File: src/rtl/core/qrm_pkg.sv
// qrm_pkg: payload and pipeline stage types for the quaternion to rotation matrix block
// shared by every file under rtl/core, depends on nothing else
package qrm_pkg;

  localparam int unsigned QuatW   = 16;
  localparam int unsigned ScaleW  = 16;
  localparam int unsigned TransW  = 32;
  // component times scale, signed with 27 fraction bits
  localparam int unsigned ScaledW = QuatW + ScaleW + 1;
  // component times scaled component, 42 fraction bits
  localparam int unsigned ProdW   = 48;
  // sums and one-minus terms before rounding
  localparam int unsigned EntryW  = 50;
  localparam int unsigned RotW    = 16;
  localparam int unsigned NumStages = 4;

  typedef struct packed {
    logic signed [QuatW-1:0]  quat_x;
    logic signed [QuatW-1:0]  quat_y;
    logic signed [QuatW-1:0]  quat_z;
    logic signed [QuatW-1:0]  quat_w;
    logic        [ScaleW-1:0] norm_scale;
    logic signed [TransW-1:0] trans_x;
    logic signed [TransW-1:0] trans_y;
    logic signed [TransW-1:0] trans_z;
  } quat_in_t;

  typedef struct packed {
    logic signed [RotW-1:0]   rot_00;
    logic signed [RotW-1:0]   rot_01;
    logic signed [RotW-1:0]   rot_02;
    logic signed [RotW-1:0]   rot_10;
    logic signed [RotW-1:0]   rot_11;
    logic signed [RotW-1:0]   rot_12;
    logic signed [RotW-1:0]   rot_20;
    logic signed [RotW-1:0]   rot_21;
    logic signed [RotW-1:0]   rot_22;
    logic signed [TransW-1:0] out_trans_x;
    logic signed [TransW-1:0] out_trans_y;
    logic signed [TransW-1:0] out_trans_z;
  } rot_out_t;

  typedef struct packed {
    logic signed [TransW-1:0] x;
    logic signed [TransW-1:0] y;
    logic signed [TransW-1:0] z;
  } trans_t;

  typedef struct packed {
    logic signed [QuatW-1:0]   qx;
    logic signed [QuatW-1:0]   qy;
    logic signed [QuatW-1:0]   qz;
    logic signed [QuatW-1:0]   qw;
    logic signed [ScaledW-1:0] xs;
    logic signed [ScaledW-1:0] ys;
    logic signed [ScaledW-1:0] zs;
    trans_t                    trans;
  } scaled_t;

  typedef struct packed {
    logic signed [ProdW-1:0] xx;
    logic signed [ProdW-1:0] yy;
    logic signed [ProdW-1:0] zz;
    logic signed [ProdW-1:0] xy;
    logic signed [ProdW-1:0] xz;
    logic signed [ProdW-1:0] yz;
    logic signed [ProdW-1:0] wx;
    logic signed [ProdW-1:0] wy;
    logic signed [ProdW-1:0] wz;
    trans_t                  trans;
  } cross_t;

endpackage

File: src/rtl/core/qrm_scale.sv
// qrm_scale: first pipeline stage, scales x, y and z by the norm scale
// depends on qrm_pkg
module qrm_scale (
  input  logic               clk_i,
  input  logic               load_i,
  input  qrm_pkg::quat_in_t  in_i,
  output qrm_pkg::scaled_t   out_o
);

  qrm_pkg::scaled_t stage_d, stage_q;
  logic signed [qrm_pkg::ScaledW-1:0] scale_ext;

  always_comb begin
    // scale is unsigned, so a zero bit on top keeps it positive
    scale_ext = qrm_pkg::ScaledW'($signed({1'b0, in_i.norm_scale}));
    stage_d.qx = in_i.quat_x;
    stage_d.qy = in_i.quat_y;
    stage_d.qz = in_i.quat_z;
    stage_d.qw = in_i.quat_w;
    stage_d.xs = qrm_pkg::ScaledW'(in_i.quat_x) * scale_ext;
    stage_d.ys = qrm_pkg::ScaledW'(in_i.quat_y) * scale_ext;
    stage_d.zs = qrm_pkg::ScaledW'(in_i.quat_z) * scale_ext;
    stage_d.trans.x = in_i.trans_x;
    stage_d.trans.y = in_i.trans_y;
    stage_d.trans.z = in_i.trans_z;
  end

  always_ff @(posedge clk_i) begin
    if (load_i) begin
      stage_q <= stage_d;
    end
  end

  assign out_o = stage_q;

endmodule

File: config.mk
export PLATFORM = sky130hd
export DESIGN_NAME = qrm_scale
export DESIGN_NICKNAME = d
export VERILOG_FILES = /design/src/rtl/core/qrm_pkg.sv /design/src/rtl/core/qrm_scale.sv
export SDC_FILE = /design/constraint.sdc
export NUM_CORES = 2
export LEC_CHECK = 0
export ABC_AREA = 1
export BUFFER_PORTS_ARGS = -buffer_cell sky130_fd_sc_hd__buf_2
export CAP_MARGIN = 20
export CORE_UTILIZATION = 59
export DETAILED_ROUTE_END_ITERATION = 7
export PLACE_DENSITY = 0.87
export SYNTH_ARGS = -nofsm -noshare
export SYNTH_HDL_FRONTEND = slang
export SYNTH_SLANG_ARGS = --single-unit
export TNS_END_PERCENT = 50
File: constraint.sdc
create_clock -name clk_i -period 8.5 [get_ports clk_i]
set_clock_uncertainty 0.1 [all_clocks]
set_input_delay 1.7 -clock clk_i [delete_from_list [all_inputs] [get_ports clk_i]]
set_output_delay 1.7 -clock clk_i [all_outputs]
set_load 0.03 [all_outputs]
Word-level counts from Yosys, hierarchy flattened
Cells that the tools add are included.

Register bits after elaboration: 259. Output and inout port bits: 259. Input port bits: 178. Logic and storage cells: 13.

$mul: 3.

Operators with widths (number): $mul 16x17->33 (3).

Longest topological paths before layout
Word-level depth: 1. Depth in mapped cells: 25. Depth with buffers taken out: 23.

Worst setup path before layout
No wires, ideal clock.

Path type: input port to flip-flop. Start: input port in_i[103] (netlist name). End: register stage_q, in the netlist out_o[128] (data pin). Library setup time: 0.252 ns. Slack: 1.596 ns. Stages: 25. Required time: 8.148 ns. Path buffers: 2. Data arrival time: 6.551 ns. Path through: clkbuf_1 clkbuf_1 nand2_1 fa_1 inv_1 fa_1 inv_1 fa_1 inv_1 fa_1 fa_1 inv_1 fa_1 inv_1 ha_1 nand2_1 inv_1 nand2_1 inv_1 a21oi_1 nand2_2 nand2_1 nand2_1 nand2_1 nand2_1.

RTL lines: start: declaration (RTL line qrm_scale.sv:6) `input qrm_pkg::quat_in_t in_i,`; end signal: assignment (RTL line qrm_scale.sv:30) `stage_q <= stage_d;`; end: declaration (RTL line qrm_scale.sv:10) `qrm_pkg::scaled_t stage_d, stage_q;`.

==> results.cfg <==
[finish]
most_common_cell_after_layout_fill_and_taps_aside = inv_1
syn_to_final_growth_pct = 10.2
fillerInstances = 4940
post_layout_nonfiller_instances = 5632
largest_register_ff_count = 259
final_layout_size_suffix_gt1_share_pct = 12.2
most-common-layout-cells = 1330 x inv_1, 1299 x nand2_1, 582 x fa_1
design.final.nets = 5895

[detailed_routing]
wl_per_cell_um = 17.0
via_per_inst = 5.14
routed-via-count = 28960
detailedRoute.firstPassIterationCount = 6
route.detailed.drc = 0
drt_first_iter_violations = 1992
wirelength_mm = 95.5
drt.antenna.violating_nets = 0

[synthesis]
ys_seq_elements = 259
post_synth_num_cell_types = 25
post_synth_instance_area_mm2 = 0.0370
synth_seq_area_share_pct = 21.0
synthDominantAreaCellType = fa_1
ys_top_cells_by_area = fa_1 32%, edfxtp_1 21%, inv_1 13%
netlist.area_leader.share_pct = 31.5
synth_fp_nets = 5573
yosys_warnings = 0
syn-mean-instance-area_um2 = 8.32
postSynthCellCount = 4447

[clock_network]
clk_path_buf_depth = 3
cts.clk_slew.worst_paths_ns = 0.07
tritoncts = built
cts_hold_repair.buffers = 0
cts_buffers = 28
ctsResizeCount = 0
post_cts.repair.setup_buffers = 0
clk_root_buffer_cell = clkbuf_16
clock_sink_count = 259
cts.htree.levels = 1

[die]
num_rows = 91
coreArea_mm2 = 0.0618
start_util_pct = 59.8
die-height_um = 252
die_width_um = 252
number_of_ports_placed_on_the_die_boundary = 437
die_area_mm2 = 0.0637

[place]
detailed_place_hpwl_mm = 76.8
gpl.final_weighted_congestion = 0.931
placement.setup.worst_slack_ns = 1.01
cell_count_after_placement = 5576
io_buffer_count = 436

[sta]
tightestPinTransition_ns = 0.994
finalSetupViolCount = 0
fin_crit_sh_pct = 81.9
rsz0062_at_grt = false
setup_slack_ns = 1.54
final.hold.worst_slack_ns = 1.17
final_max_slew_viol_count = 0
max-slew-margin-rel_pct = 33.7
final.setup.tns_ns = 0
hold_violations = 0
max_freq_mhz = 144
timing.final.crit_period_ns = 6.96

[global_routing]
grt_overflow = 0
vias_in_the_first_global_route = 30532
grt_usage_pct = 31.1
grt_pass1_wl_mm = 155
grt_max_degree = 137
grt_antenna_before_repair = 15

[worst_setup_path]
critical_path_launch_point_type = primary input
critical_path.max_fanout = 32
worst_setup_path_end_kind = flip-flop
worst_ep_arrival_time_ns = 7.23
critPathKind = in -> reg
critical_path_required_ns = 8.76

[hold_path]
timing.hold.worst.start = in_i[48]
min_to = out_o[48]$_DFFE_PP_
hold_path_class = in -> reg
timing.hold.worst_path_depth = 1

[run_status]
outcome = complete, no violations

[job]
max_cap_violations = 0
[layer usage]
layer | part of all wire (%) | vias to the layer above | global-route usage, %
li1 | - | 13391 | -
met1 | 38 | 13811 | 38.4
met2 | 48 | 1427 | 52.3
met3 | 9.5 | 315 | 6.47
met4 | 4.9 | 16 | 14.2
met5 | 0.081 | - | 0
[cells by family after synthesis]
kind of cell | Yosys count | synth area share (%)
simple gates | 1595 | 17.3
buf+inv | 1513 | 15.4
fa+ha+maj | 948 | 43.9
flops | 259 | 21.0
compound gates | 78 | 1.18
xor+xnor | 54 | 1.28
[synth_stat cells, drive strengths merged]
master	count
edfxtp	259
inv	1340
nor2	144
buf	16
a21o	3
nand4	16
o21bai	9
xnor2	6
nor3	18
clkbuf	157
xor2	48
and2	3
nand3	86
o21ai	7
nand2	1328
ha	366
a21oi	59
fa	582
[worst max path at each step]
stage,start,slack [ns],cells after the start,end
after floorplan,in_i[103],1.60,25,out_o[128]$_DFFE_PP_
after global placement,in_i[103],1.07,20,out_o[156]$_DFFE_PP_
after detailed placement,in_i[103],1.01,23,out_o[160]$_DFFE_PP_
after CTS,in_i[103],1.61,23,out_o[160]$_DFFE_PP_
after global routing,in_i[103],1.28,23,out_o[191]$_DFFE_PP_
final,in_i[103],1.54,23,out_o[160]$_DFFE_PP_
[critical path, stage by stage]
cell     delay [ns]
buf_2          0.58
buf_4          0.38
nand2_1        0.09
inv_1          0.09
fa_1           0.41
inv_1          0.08
fa_1           0.44
fa_1           0.51
inv_1          0.05
fa_1           0.48
fa_1           0.50
inv_1          0.05
fa_1           0.47
inv_1          0.04
ha_1           0.33
nand2_1        0.15
inv_2          0.06
a21oi_1        0.31
nand3_2        0.17
nand2_1        0.11
nand2_1        0.06
nand2_1        0.06
nand2_1        0.05
[area by class of cell]
type                    instances  area (µm²)  share of cell area [%]
flip-flops and latches        259        7780                    19.1
multi-input cells            2675       23500                    57.7
clock inverters                20         204                   0.500
inverters                    1340        5030                    12.3
diodes                          6        15.0                  0.0368
well taps                     837        1050                    2.57
clock buffers                  30         708                    1.74
repair buffers                465        2450                    6.01
[per-stage QoR]
stage / utilization [%] / instance area, µm²
CTS: 65.9 / 40700
global placement: 64.4 / 39800
finish: 65.9 / 40800
detailed placement: 64.4 / 39800
global route: 65.9 / 40800
floorplan: - / 37000
Power is not shown: default switching activity piles up to over one toggle a cycle in this logic, so the estimate is an artifact.
